`src/hw/rtl/assert_macros.svh`:
```
// assertion helpers shared by the rtl files
// every use expects clk and rst to be visible where it stands
`ifndef ASSERT_MACROS_SVH
`define ASSERT_MACROS_SVH

// same-cycle implication, disabled during reset
`define CBQ_ASSERT_IMP(label, ante, cons) \
  label: assert property (@(posedge clk) disable iff (rst) (ante) |-> (cons)) \
    else $error("cbq: same-cycle check failed");

// next-cycle implication, disabled during reset
`define CBQ_ASSERT_NXT(label, ante, cons) \
  label: assert property (@(posedge clk) disable iff (rst) (ante) |=> (cons)) \
    else $error("cbq: next-cycle check failed");

`endif

```
`src/hw/rtl/cbq_pkg.sv`:
```
// ----------------------------------------------------------------------------
// cbq_pkg
// Types, constants and the microcode program of the cascaded biquad filter.
// ----------------------------------------------------------------------------
package cbq_pkg;

  localparam int STAGES_DEFAULT = 4;

  localparam int SAMPLE_W  = 16;
  localparam int COEF_W    = 20;
  localparam int FRAC_W    = 16;
  localparam int PROD_W    = SAMPLE_W + COEF_W;
  localparam int ACC_W     = PROD_W + 3;
  localparam int Q_W       = ACC_W - FRAC_W;
  localparam int CFG_IDX_W = 3;
  localparam int STEP_W    = 3;

  localparam logic signed [COEF_W-1:0] COEF_ONE  = COEF_W'(1 << FRAC_W);
  localparam logic signed [COEF_W-1:0] COEF_ZERO = '0;

  localparam logic signed [ACC_W-1:0] ROUND_HALF = ACC_W'(1 << (FRAC_W - 1));
  localparam logic signed [Q_W-1:0]   Q_MAX      = Q_W'(32767);
  localparam logic signed [Q_W-1:0]   Q_MIN      = Q_W'(-32768);
  localparam logic signed [SAMPLE_W-1:0] SAMPLE_MAX = 16'sh7fff;
  localparam logic signed [SAMPLE_W-1:0] SAMPLE_MIN = 16'sh8000;

  typedef enum logic [CFG_IDX_W-1:0] {
    REG_B0 = 3'd0,
    REG_B1 = 3'd1,
    REG_B2 = 3'd2,
    REG_A1 = 3'd3,
    REG_A2 = 3'd4
  } reg_idx_t;

  typedef enum logic [2:0] {
    CS_B0,
    CS_B1,
    CS_B2,
    CS_A1,
    CS_A2
  } coef_sel_t;

  typedef enum logic [2:0] {
    DS_CUR,
    DS_D1,
    DS_D2,
    DS_H1,
    DS_H2
  } data_sel_t;

  typedef enum logic [1:0] {
    ACC_NONE,
    ACC_LOAD,
    ACC_ADD,
    ACC_SUB
  } acc_op_t;

  typedef enum logic {
    SQ_NEXT,
    SQ_STAGE_END
  } seq_op_t;

  typedef enum logic {
    SEQ_IDLE,
    SEQ_RUN
  } seq_state_t;

  typedef struct packed {
    coef_sel_t coef_sel;
    data_sel_t data_sel;
    acc_op_t   acc_op;
    logic      finish;
    seq_op_t   seq_op;
  } ucode_t;

  typedef struct packed {
    logic      load;
    logic      go;
    coef_sel_t coef_sel;
    data_sel_t data_sel;
    acc_op_t   acc_op;
    logic      finish;
    logic      last;
  } dp_ctrl_t;

  localparam logic [STEP_W-1:0] STEP_B0  = 3'd0;
  localparam logic [STEP_W-1:0] STEP_B1  = 3'd1;
  localparam logic [STEP_W-1:0] STEP_B2  = 3'd2;
  localparam logic [STEP_W-1:0] STEP_A1  = 3'd3;
  localparam logic [STEP_W-1:0] STEP_A2  = 3'd4;
  localparam logic [STEP_W-1:0] STEP_FIN = 3'd5;

  // one stage: five products through the registered multiplier, the
  // accumulator trails by one step, the last step rounds and retires the node
  function automatic ucode_t ucode(input logic [STEP_W-1:0] step);
    ucode_t uc;
    case (step)
      STEP_B0:  uc = '{CS_B0, DS_CUR, ACC_NONE, 1'b0, SQ_NEXT};
      STEP_B1:  uc = '{CS_B1, DS_D1,  ACC_LOAD, 1'b0, SQ_NEXT};
      STEP_B2:  uc = '{CS_B2, DS_D2,  ACC_ADD,  1'b0, SQ_NEXT};
      STEP_A1:  uc = '{CS_A1, DS_H1,  ACC_ADD,  1'b0, SQ_NEXT};
      STEP_A2:  uc = '{CS_A2, DS_H2,  ACC_SUB,  1'b0, SQ_NEXT};
      STEP_FIN: uc = '{CS_B0, DS_CUR, ACC_SUB,  1'b1, SQ_STAGE_END};
      default:  uc = '{CS_B0, DS_CUR, ACC_NONE, 1'b0, SQ_STAGE_END};
    endcase
    return uc;
  endfunction

endpackage

```
`src/hw/rtl/cbq_if.sv`:
```
// ----------------------------------------------------------------------------
// cbq_if
// Sample stream channels of the cascaded biquad filter.
// ----------------------------------------------------------------------------
interface cbq_in_if;
  logic valid;
  logic ready;
  logic signed [cbq_pkg::SAMPLE_W-1:0] sample_in;

  modport source (output valid, output sample_in, input ready);
  modport sink   (input valid, input sample_in, output ready);
endinterface

interface cbq_out_if;
  logic valid;
  logic ready;
  logic signed [cbq_pkg::SAMPLE_W-1:0] sample_out;

  modport source (output valid, output sample_out, input ready);
  modport sink   (input valid, input sample_out, output ready);
endinterface

```
`src/hw/rtl/cbq_sequencer.sv`:
```
// ----------------------------------------------------------------------------
// cbq_sequencer
// Step and stage counters walking the microcode program once per stage.
// ----------------------------------------------------------------------------
`include "assert_macros.svh"

module cbq_sequencer #(
  parameter int STAGES = cbq_pkg::STAGES_DEFAULT
) (
  input  logic              clk,
  input  logic              rst,
  input  logic              in_valid,
  output logic              in_ready,
  input  logic              out_busy,
  output cbq_pkg::dp_ctrl_t ctrl
);

  localparam int STG_W = (STAGES > 1) ? $clog2(STAGES) : 1;
  localparam logic [STG_W-1:0] LAST_STAGE = STG_W'(STAGES - 1);

  cbq_pkg::seq_state_t state, state_next;
  logic [cbq_pkg::STEP_W-1:0] step, step_next;
  logic [STG_W-1:0] stage, stage_next;
  cbq_pkg::ucode_t uc;
  logic last_stage;
  logic stall;

  always_ff @(posedge clk) begin
    if (rst) begin
      state <= cbq_pkg::SEQ_IDLE;
      step  <= cbq_pkg::STEP_B0;
      stage <= '0;
    end else begin
      state <= state_next;
      step  <= step_next;
      stage <= stage_next;
    end
  end

  always_comb begin
    uc         = cbq_pkg::ucode(step);
    last_stage = (stage == LAST_STAGE);
    // last result waits while the output register is still occupied
    stall      = (uc.seq_op == cbq_pkg::SQ_STAGE_END) && last_stage && out_busy;
    state_next = state;
    step_next  = step;
    stage_next = stage;
    in_ready   = 1'b0;

    ctrl.load     = 1'b0;
    ctrl.go       = 1'b0;
    ctrl.coef_sel = uc.coef_sel;
    ctrl.data_sel = uc.data_sel;
    ctrl.acc_op   = uc.acc_op;
    ctrl.finish   = uc.finish;
    ctrl.last     = last_stage;

    case (state)
      cbq_pkg::SEQ_IDLE: begin
        in_ready  = 1'b1;
        ctrl.load = in_valid;
        if (in_valid) begin
          state_next = cbq_pkg::SEQ_RUN;
          step_next  = cbq_pkg::STEP_B0;
          stage_next = '0;
        end
      end
      cbq_pkg::SEQ_RUN: begin
        if (!stall) begin
          ctrl.go = 1'b1;
          if (uc.seq_op == cbq_pkg::SQ_NEXT) begin
            step_next = step + 1'b1;
          end else if (last_stage) begin
            state_next = cbq_pkg::SEQ_IDLE;
          end else begin
            stage_next = stage + 1'b1;
            step_next  = cbq_pkg::STEP_B0;
          end
        end
      end
      default: begin
        state_next = cbq_pkg::SEQ_IDLE;
      end
    endcase
  end

  `CBQ_ASSERT_NXT(a_accept_starts, in_valid && in_ready, (state == cbq_pkg::SEQ_RUN) && (step == cbq_pkg::STEP_B0) && (stage == '0))
  `CBQ_ASSERT_IMP(a_counters_range, state == cbq_pkg::SEQ_RUN, (stage <= LAST_STAGE) && (step <= cbq_pkg::STEP_FIN))
  `CBQ_ASSERT_NXT(a_stall_holds, (state == cbq_pkg::SEQ_RUN) && ctrl.finish && ctrl.last && out_busy, $stable(step) && $stable(stage) && (state == cbq_pkg::SEQ_RUN))

endmodule

```
`src/hw/rtl/cbq_datapath.sv`:
```
// ----------------------------------------------------------------------------
// cbq_datapath
// Coefficients, node histories, shared multiplier, accumulator and rounding.
// ----------------------------------------------------------------------------
module cbq_datapath #(
  parameter int STAGES = cbq_pkg::STAGES_DEFAULT
) (
  input  logic                                 clk,
  input  logic                                 rst,
  input  cbq_pkg::dp_ctrl_t                    ctrl,
  input  logic signed [cbq_pkg::SAMPLE_W-1:0]  sample_in,
  input  logic                                 cfg_we,
  input  logic [cbq_pkg::CFG_IDX_W-1:0]        cfg_index,
  input  logic [cbq_pkg::COEF_W-1:0]           cfg_data,
  input  logic                                 out_ready,
  output logic                                 out_valid,
  output logic signed [cbq_pkg::SAMPLE_W-1:0]  out_sample,
  output logic                                 out_busy
);

  localparam int NODES = STAGES + 1;

  logic signed [cbq_pkg::COEF_W-1:0] coef_b0, coef_b1, coef_b2, coef_a1, coef_a2;

  // histories rotate by one node per retire, head is always the next node
  logic signed [cbq_pkg::SAMPLE_W-1:0] d1 [NODES];
  logic signed [cbq_pkg::SAMPLE_W-1:0] d2 [NODES];

  logic signed [cbq_pkg::SAMPLE_W-1:0] x_cur, x_d1, x_d2;
  logic signed [cbq_pkg::PROD_W-1:0]   prod;
  logic signed [cbq_pkg::ACC_W-1:0]    acc, acc_next;
  logic signed [cbq_pkg::ACC_W-1:0]    rnd;
  logic signed [cbq_pkg::Q_W-1:0]      q;
  logic signed [cbq_pkg::SAMPLE_W-1:0] y;
  logic signed [cbq_pkg::SAMPLE_W-1:0] push_d1;
  logic signed [cbq_pkg::COEF_W-1:0]   mul_coef;
  logic signed [cbq_pkg::SAMPLE_W-1:0] mul_data;
  logic retire;

  assign retire   = ctrl.load || (ctrl.go && ctrl.finish);
  assign push_d1  = ctrl.load ? sample_in : y;
  assign out_busy = out_valid && !out_ready;

  always_comb begin
    case (ctrl.coef_sel)
      cbq_pkg::CS_B0: mul_coef = coef_b0;
      cbq_pkg::CS_B1: mul_coef = coef_b1;
      cbq_pkg::CS_B2: mul_coef = coef_b2;
      cbq_pkg::CS_A1: mul_coef = coef_a1;
      cbq_pkg::CS_A2: mul_coef = coef_a2;
      default:        mul_coef = coef_b0;
    endcase
    case (ctrl.data_sel)
      cbq_pkg::DS_CUR: mul_data = x_cur;
      cbq_pkg::DS_D1:  mul_data = x_d1;
      cbq_pkg::DS_D2:  mul_data = x_d2;
      cbq_pkg::DS_H1:  mul_data = d1[0];
      cbq_pkg::DS_H2:  mul_data = d2[0];
      default:         mul_data = x_cur;
    endcase
  end

  always_comb begin
    case (ctrl.acc_op)
      cbq_pkg::ACC_NONE: acc_next = acc;
      cbq_pkg::ACC_LOAD: acc_next = cbq_pkg::ACC_W'(prod);
      cbq_pkg::ACC_ADD:  acc_next = acc + cbq_pkg::ACC_W'(prod);
      cbq_pkg::ACC_SUB:  acc_next = acc - cbq_pkg::ACC_W'(prod);
      default:           acc_next = acc;
    endcase
    // round half up, floor shift, then clamp to the sample range
    rnd = acc_next + cbq_pkg::ROUND_HALF;
    q   = signed'(rnd[cbq_pkg::ACC_W-1:cbq_pkg::FRAC_W]);
    if (q > cbq_pkg::Q_MAX) begin
      y = cbq_pkg::SAMPLE_MAX;
    end else if (q < cbq_pkg::Q_MIN) begin
      y = cbq_pkg::SAMPLE_MIN;
    end else begin
      y = q[cbq_pkg::SAMPLE_W-1:0];
    end
  end

  always_ff @(posedge clk) begin
    if (rst) begin
      coef_b0   <= cbq_pkg::COEF_ONE;
      coef_b1   <= cbq_pkg::COEF_ZERO;
      coef_b2   <= cbq_pkg::COEF_ZERO;
      coef_a1   <= cbq_pkg::COEF_ZERO;
      coef_a2   <= cbq_pkg::COEF_ZERO;
      out_valid <= 1'b0;
      for (int k = 0; k < NODES; k++) begin
        d1[k] <= '0;
        d2[k] <= '0;
      end
    end else begin
      if (cfg_we) begin
        case (cbq_pkg::reg_idx_t'(cfg_index))
          cbq_pkg::REG_B0: coef_b0 <= signed'(cfg_data);
          cbq_pkg::REG_B1: coef_b1 <= signed'(cfg_data);
          cbq_pkg::REG_B2: coef_b2 <= signed'(cfg_data);
          cbq_pkg::REG_A1: coef_a1 <= signed'(cfg_data);
          cbq_pkg::REG_A2: coef_a2 <= signed'(cfg_data);
          default: ;
        endcase
      end
      if (retire) begin
        for (int k = 0; k < NODES - 1; k++) begin
          d1[k] <= d1[k+1];
          d2[k] <= d2[k+1];
        end
        d1[NODES-1] <= push_d1;
        d2[NODES-1] <= d1[0];
      end
      if (ctrl.go && ctrl.finish && ctrl.last) begin
        out_valid <= 1'b1;
      end else if (out_ready) begin
        out_valid <= 1'b0;
      end
    end
  end

  always_ff @(posedge clk) begin
    if (ctrl.go) begin
      prod <= mul_coef * mul_data;
      acc  <= acc_next;
    end
    if (retire) begin
      x_cur <= push_d1;
      x_d1  <= d1[0];
      x_d2  <= d2[0];
    end
    if (ctrl.go && ctrl.finish && ctrl.last) begin
      out_sample <= y;
    end
  end

endmodule

```
`src/hw/rtl/cascaded_biquad_filter.sv`:
```
// ----------------------------------------------------------------------------
// cascaded_biquad_filter
// Cascade of direct-form-I biquads sharing one coefficient set.
// ----------------------------------------------------------------------------
// in_ch carries one Q1.15 sample per transfer, out_ch one filtered sample.
// The five Q4.16 coefficients are written through cfg_we, cfg_index and
// cfg_data; the user must write them only while the filter is idle, which the
// block does not enforce. An index past a2 is ignored. Once a sample is taken,
// each stage runs six microcode steps on the single shared 20x16 multiplier:
// five products and one rounding step. The last stage's rounding step writes
// the result into the output register, and a new sample is taken as soon as
// the last stage has retired.
// The output register frees the input side: the next sample may be taken
// while a result still waits. If the receiver stalls, the following sample
// holds in its final rounding step until the output register is free.
// Reset clears all node histories, sets b0 to one and the rest to zero.
// ----------------------------------------------------------------------------
module cascaded_biquad_filter #(
  parameter int STAGES = cbq_pkg::STAGES_DEFAULT
) (
  input  logic                           clk,
  input  logic                           rst,
  cbq_in_if.sink                         in_ch,
  cbq_out_if.source                      out_ch,
  input  logic                           cfg_we,
  input  logic [cbq_pkg::CFG_IDX_W-1:0]  cfg_index,
  input  logic [cbq_pkg::COEF_W-1:0]     cfg_data
);

  cbq_pkg::dp_ctrl_t ctrl;
  logic out_busy;

  cbq_sequencer #(
    .STAGES(STAGES)
  ) u_seq (
    .clk      (clk),
    .rst      (rst),
    .in_valid (in_ch.valid),
    .in_ready (in_ch.ready),
    .out_busy (out_busy),
    .ctrl     (ctrl)
  );

  cbq_datapath #(
    .STAGES(STAGES)
  ) u_dp (
    .clk        (clk),
    .rst        (rst),
    .ctrl       (ctrl),
    .sample_in  (in_ch.sample_in),
    .cfg_we     (cfg_we),
    .cfg_index  (cfg_index),
    .cfg_data   (cfg_data),
    .out_ready  (out_ch.ready),
    .out_valid  (out_ch.valid),
    .out_sample (out_ch.sample_out),
    .out_busy   (out_busy)
  );

endmodule
```
`src/flat_wrapper.sv`:
```
// flat-port wrapper written by rule: the top's interface ports become plain ports
module cascaded_biquad_filter_flat 
#(
  parameter int STAGES = cbq_pkg::STAGES_DEFAULT
)
  (clk, rst, cfg_we, cfg_index, cfg_data, in_ch_valid, in_ch_sample_in, in_ch_ready, out_ch_valid, out_ch_sample_out, out_ch_ready);
  cbq_in_if in_ch_i ();
  cbq_out_if out_ch_i ();
  input  logic clk;
  input  logic rst;
  input  logic cfg_we;
  input  logic [cbq_pkg::CFG_IDX_W-1:0] cfg_index;
  input  logic [cbq_pkg::COEF_W-1:0] cfg_data;
  input wire logic [$bits(in_ch_i.valid)-1:0] in_ch_valid;
  input wire logic [$bits(in_ch_i.sample_in)-1:0] in_ch_sample_in;
  output wire logic [$bits(in_ch_i.ready)-1:0] in_ch_ready;
  output wire logic [$bits(out_ch_i.valid)-1:0] out_ch_valid;
  output wire logic [$bits(out_ch_i.sample_out)-1:0] out_ch_sample_out;
  input wire logic [$bits(out_ch_i.ready)-1:0] out_ch_ready;
  assign in_ch_i.valid = in_ch_valid;
  assign in_ch_i.sample_in = in_ch_sample_in;
  assign in_ch_ready = in_ch_i.ready;
  assign out_ch_valid = out_ch_i.valid;
  assign out_ch_sample_out = out_ch_i.sample_out;
  assign out_ch_i.ready = out_ch_ready;
  cascaded_biquad_filter #(.STAGES(STAGES)) u_core (.clk(clk), .rst(rst), .in_ch(in_ch_i), .out_ch(out_ch_i), .cfg_we(cfg_we), .cfg_index(cfg_index), .cfg_data(cfg_data));
endmodule
```
`config.mk`:
```
export PLATFORM = sky130hd
export DESIGN_NAME = cascaded_biquad_filter_flat
export DESIGN_NICKNAME = d
export VERILOG_FILES = /design/src/hw/rtl/cbq_pkg.sv /design/src/hw/rtl/cbq_if.sv /design/src/hw/rtl/cbq_sequencer.sv /design/src/hw/rtl/cbq_datapath.sv /design/src/hw/rtl/cascaded_biquad_filter.sv /design/src/flat_wrapper.sv
export VERILOG_INCLUDE_DIRS = /design/src /design/src/hw/rtl
export SDC_FILE = /design/constraint.sdc
export NUM_CORES = 2
export LEC_CHECK = 0
export BUFFER_PORTS_ARGS = -buffer_cell sky130_fd_sc_hd__buf_2
export CAP_MARGIN = 30
export CORE_ASPECT_RATIO = 1.4
export CORE_MARGIN = 2
export CORE_UTILIZATION = 54
export CTS_BUF_LIST = sky130_fd_sc_hd__clkbuf_4 sky130_fd_sc_hd__clkbuf_8
export DETAILED_ROUTE_END_ITERATION = 8
export HOLD_SLACK_MARGIN = 0.05
export PLACE_DENSITY = 0.7
export SYNTH_ARGS = -nofsm -noshare
export SYNTH_HDL_FRONTEND = slang
export SYNTH_SLANG_ARGS = --single-unit
```
`constraint.sdc`:
```
create_clock -name clk -period 28.1 [get_ports clk]
set_clock_uncertainty 0.2 [all_clocks]
set_input_delay 2.81 -clock clk [delete_from_list [all_inputs] [get_ports clk]]
set_output_delay 2.81 -clock clk [all_outputs]
set_load 0.1 [all_outputs]
```
==> results.sh <==
export IMPL_outcome="finished clean"
export IMPL_required_ns=28.35
export IMPL_ys_seq_elements=406
export IMPL_cts_resized=0
export IMPL_cp_arrival_ns=11.63
export IMPL_rows=105
export IMPL_grt_pass1_wl_um=133100
export IMPL_cts_tree="yes"
export IMPL_grt_max_degree=101
export IMPL_cts_setup_buffers=0
export IMPL_cp_end_kind="flop"
export IMPL_path_class="reg -> reg"
export IMPL_final_common_cell="nand2_1"
export IMPL_ir_drop_mv=0.05082
export IMPL_p_switching_uw=823.1
export IMPL_multi_input_area_um2=18520
export IMPL_ioPinCount=62
export IMPL_fin_crit_ns=11.38
export IMPL_via_per_inst=5.795
export IMPL_rsz0062_at_grt="false"
export IMPL_drt_initial_drc_count=1841
export IMPL_finalWirelength_um=84390
export IMPL_intPower_uw=1298
export IMPL_wl_per_cell_um=20.28
export IMPL_worstPathMaxFanout=56
export IMPL_synth_cell_types=91
export IMPL_worstRegToRegCells=36
export IMPL_clkLatencyLatePin_ns=0.71
export IMPL_cp_slowest_stage_delay_ns=0.87
export IMPL_nNetsFinal=3869
export IMPL_synth_cells=3339
export IMPL_port_buffers=61
export IMPL_pwr_share_clk_pct=23.1
export IMPL_regArea_um2=11120
export IMPL_cts_buffers=59
export IMPL_p_sw_share_pct=38.80
export IMPL_finalSetupTns_ns=0
export IMPL_slew_headroom_pct=25.71
export IMPL_worst_path_max_delay_cell="a211oi_1"
export IMPL_grt_pass1_vias=24543
export IMPL_yosysTopAreaCellShare_pct=28.16
export IMPL_start_util_pct=54.55
export IMPL_hold_depth=0
export IMPL_worst_pin_slew_ns=1.113
export IMPL_layout_drive_gt1_share_pct=8.385
export IMPL_hold_path_class="reg -> reg"
export IMPL_p_leak_uw=0.01472
export IMPL_dp_hpwl_um=63200
export IMPL_layout_common_cells="nand2_1 (489), inv_1 (449), fa_1 (319)"
export IMPL_comb_power_share_pct=40.7
export IMPL_report_final_slew_viol_count=0
export IMPL_syn_num_nets=3841
export IMPL_first_pass_iters=6
export IMPL_vias=24115
export IMPL_ys_warn_count=0
export IMPL_critPathLaunchType="flop"
export IMPL_seqPwrFrac_pct=36.2
export IMPL_root_buffer="clkbuf_8"
export IMPL_synth_avg_cell_area_um2=9.551
export IMPL_async_flop_share_pct=0
export IMPL_powerDensity_nw_per_um2=61.83
export IMPL_setup_viol=0
export IMPL_die_x_um=209.4
export IMPL_drv_cap=0
export IMPL_core_area_um2=58460
export IMPL_seq_area_frac_synth_pct=34.87
export IMPL_yosysTopAreaCell="edfxtp_1"
export IMPL_n_fill_cell=5021
export IMPL_gr_total_overflow=0
export IMPL_fmax_mhz=87.85
export IMPL_dieArea_um2=61040
export IMPL_clock_path_buffers=3
export IMPL_drt_antenna_violating_nets=0
export IMPL_cts_clk_slew_worst_paths_ns=0.06
export IMPL_antenna_found_initial=1
export IMPL_die_h_um=291.5
export IMPL_drc=0
export IMPL_ctsHoldBuffers=0
export IMPL_synth_area_top_cells="edfxtp_1 (28%), fa_1 (20%), dfxtp_1 (6.7%)"
export IMPL_clock_sinks=406
export IMPL_hold_ws_ns=0.2479
export IMPL_track_usage_pct=27.84
export IMPL_h_tree_depth=2
export IMPL_fin_crit_sh_pct=40.51
export IMPL_syn_area_um2=31890
export IMPL_finalHoldViolations=0
export IMPL_synth_flop_cell="edfxtp_1"
export IMPL_syn_to_final_growth_pct=7.573
export IMPL_place_congestion=0.9699
export IMPL_synth_edf_count=299
routing by layer:
metal  GRT usage [%]  up-vias  routed length (um)
met5               0        -                   0
met4           12.39        0                3862
met3           3.205      199                4576
met2           48.90      851               42520
met1           34.59    11992               33430
li1                -    11073                   -
flip-flops by register name (all words and copies together) (netlist names):
| name | cells |
|---|---|
| u_core.u_dp.acc | 39 |
| u_core.u_dp.coef_a1 | 20 |
| u_core.u_dp.coef_a2 | 20 |
| u_core.u_dp.coef_b0 | 20 |
| u_core.u_dp.coef_b1 | 20 |
| u_core.u_dp.coef_b2 | 20 |
| u_core.u_dp.d1 | 80 |
| u_core.u_dp.d2 | 80 |
| u_core.u_dp.out_sample | 16 |
| u_core.u_dp.out_valid | 1 |
| u_core.u_dp.prod | 36 |
| u_core.u_dp.x_cur | 16 |
| u_core.u_dp.x_d1 | 16 |
| u_core.u_dp.x_d2 | 16 |
| u_core.u_seq.stage | 2 |
| u_core.u_seq.state | 1 |
| u_core.u_seq.step | 3 |
power groups by stage:
| stage | sequential, uW | clock (uW) | combinational, uW |
|---|---|---|---|
| floorplan | 755 | 0 | 640 |
| detailed placement | 778 | 0 | 852 |
| finish | 767 | 491 | 863 |
| CTS | 765 | 501 | 858 |
| global route | 769 | 524 | 961 |
| global placement | 777 | 0 | 828 |
synth_stat cells (9+ instances only):
cell type	n
o21a_1	15
xnor2_1	88
nor2_1	307
ha_1	139
and2_1	161
or3_1	9
o21ai_0	41
a31oi_1	11
buf_1	11
nor3_1	38
clkbuf_1	127
a22o_1	26
edfxtp_1	299
o22ai_1	17
nand2_1	489
a211o_1	25
xor2_1	19
and3_1	16
nor2b_1	17
a21oi_1	258
a21o_1	38
nand3_1	28
inv_1	451
or2_2	14
nor4_1	9
a221o_1	11
fa_1	319
nand2b_1	17
nand4_1	14
mux2i_1	14
a211oi_1	44
dfxtp_1	107
critical path: cells and delay by family, from the launching register on:
family	cells	cell delay [ns]
adder cells (fa/ha/maj)	8	3.47
AND/OR/NAND/NOR	6	1.43
AO/OA/AOI/OAI	12	3.84
XOR/XNOR	2	0.38
flip-flops	1	0.36
buffers and inverters	8	1.34
worst paths after layout:
path	start	end	slack, ns
max	u_core.u_seq.step[1]$_SDFFE_PP0P_	u_core.u_dp.prod[32]$_DFFE_PP_	16.72
min	u_core.u_dp.d2[0][7]$_SDFFCE_PN0P_	u_core.u_dp.x_d2[7]$_DFFE_PP_	0.25
max reg2reg	u_core.u_seq.step[1]$_SDFFE_PP0P_	u_core.u_dp.prod[32]$_DFFE_PP_	16.72
min reg2reg	u_core.u_dp.d2[0][7]$_SDFFCE_PN0P_	u_core.u_dp.x_d2[7]$_DFFE_PP_	0.25
cells by family after synthesis:
kind of cell | after synthesis | share of synthesized area [%]
buffers and inverters | 603 | 7.239
adder cells (fa/ha/maj) | 458 | 25.48
flip-flops | 406 | 34.87
AO/OA/AOI/OAI | 593 | 12.45
AND/OR/NAND/NOR | 1150 | 16.30
multiplexers | 22 | 0.7219
XOR/XNOR | 107 | 2.939
stage by stage:
| stage | cell area (um^2) | cells | util, % | worst slack (ns) | power, uW |
|---|---|---|---|---|---|
| floorplan | 31890 | 3339 | - | 18.58 | 1395 |
| CTS | 34290 | 4159 | 58.65 | 16.85 | 2124 |
| detailed placement | 33070 | 4054 | 56.56 | 16.87 | 1630 |
| finish | 34300 | 4161 | 58.68 | 16.72 | 2121 |
| global route | 34300 | 4161 | 58.68 | 16.24 | 2254 |
| global placement | 32930 | 4046 | 56.33 | 16.96 | 1605 |
area by class of cell:
| type | instances | share of cell area, % |
|---|---|---|
| multi-input combinational | 2330 | 53.98 |
| timing repair buffer | 116 | 2.334 |
| clock inverter | 22 | 0.5763 |
| inverter | 454 | 4.968 |
| clock buffer | 83 | 2.984 |
| tap | 749 | 2.732 |
| sequential | 406 | 32.42 |
| antenna | 1 | 0.007295 |
Power figures use the tool's default switching activity.
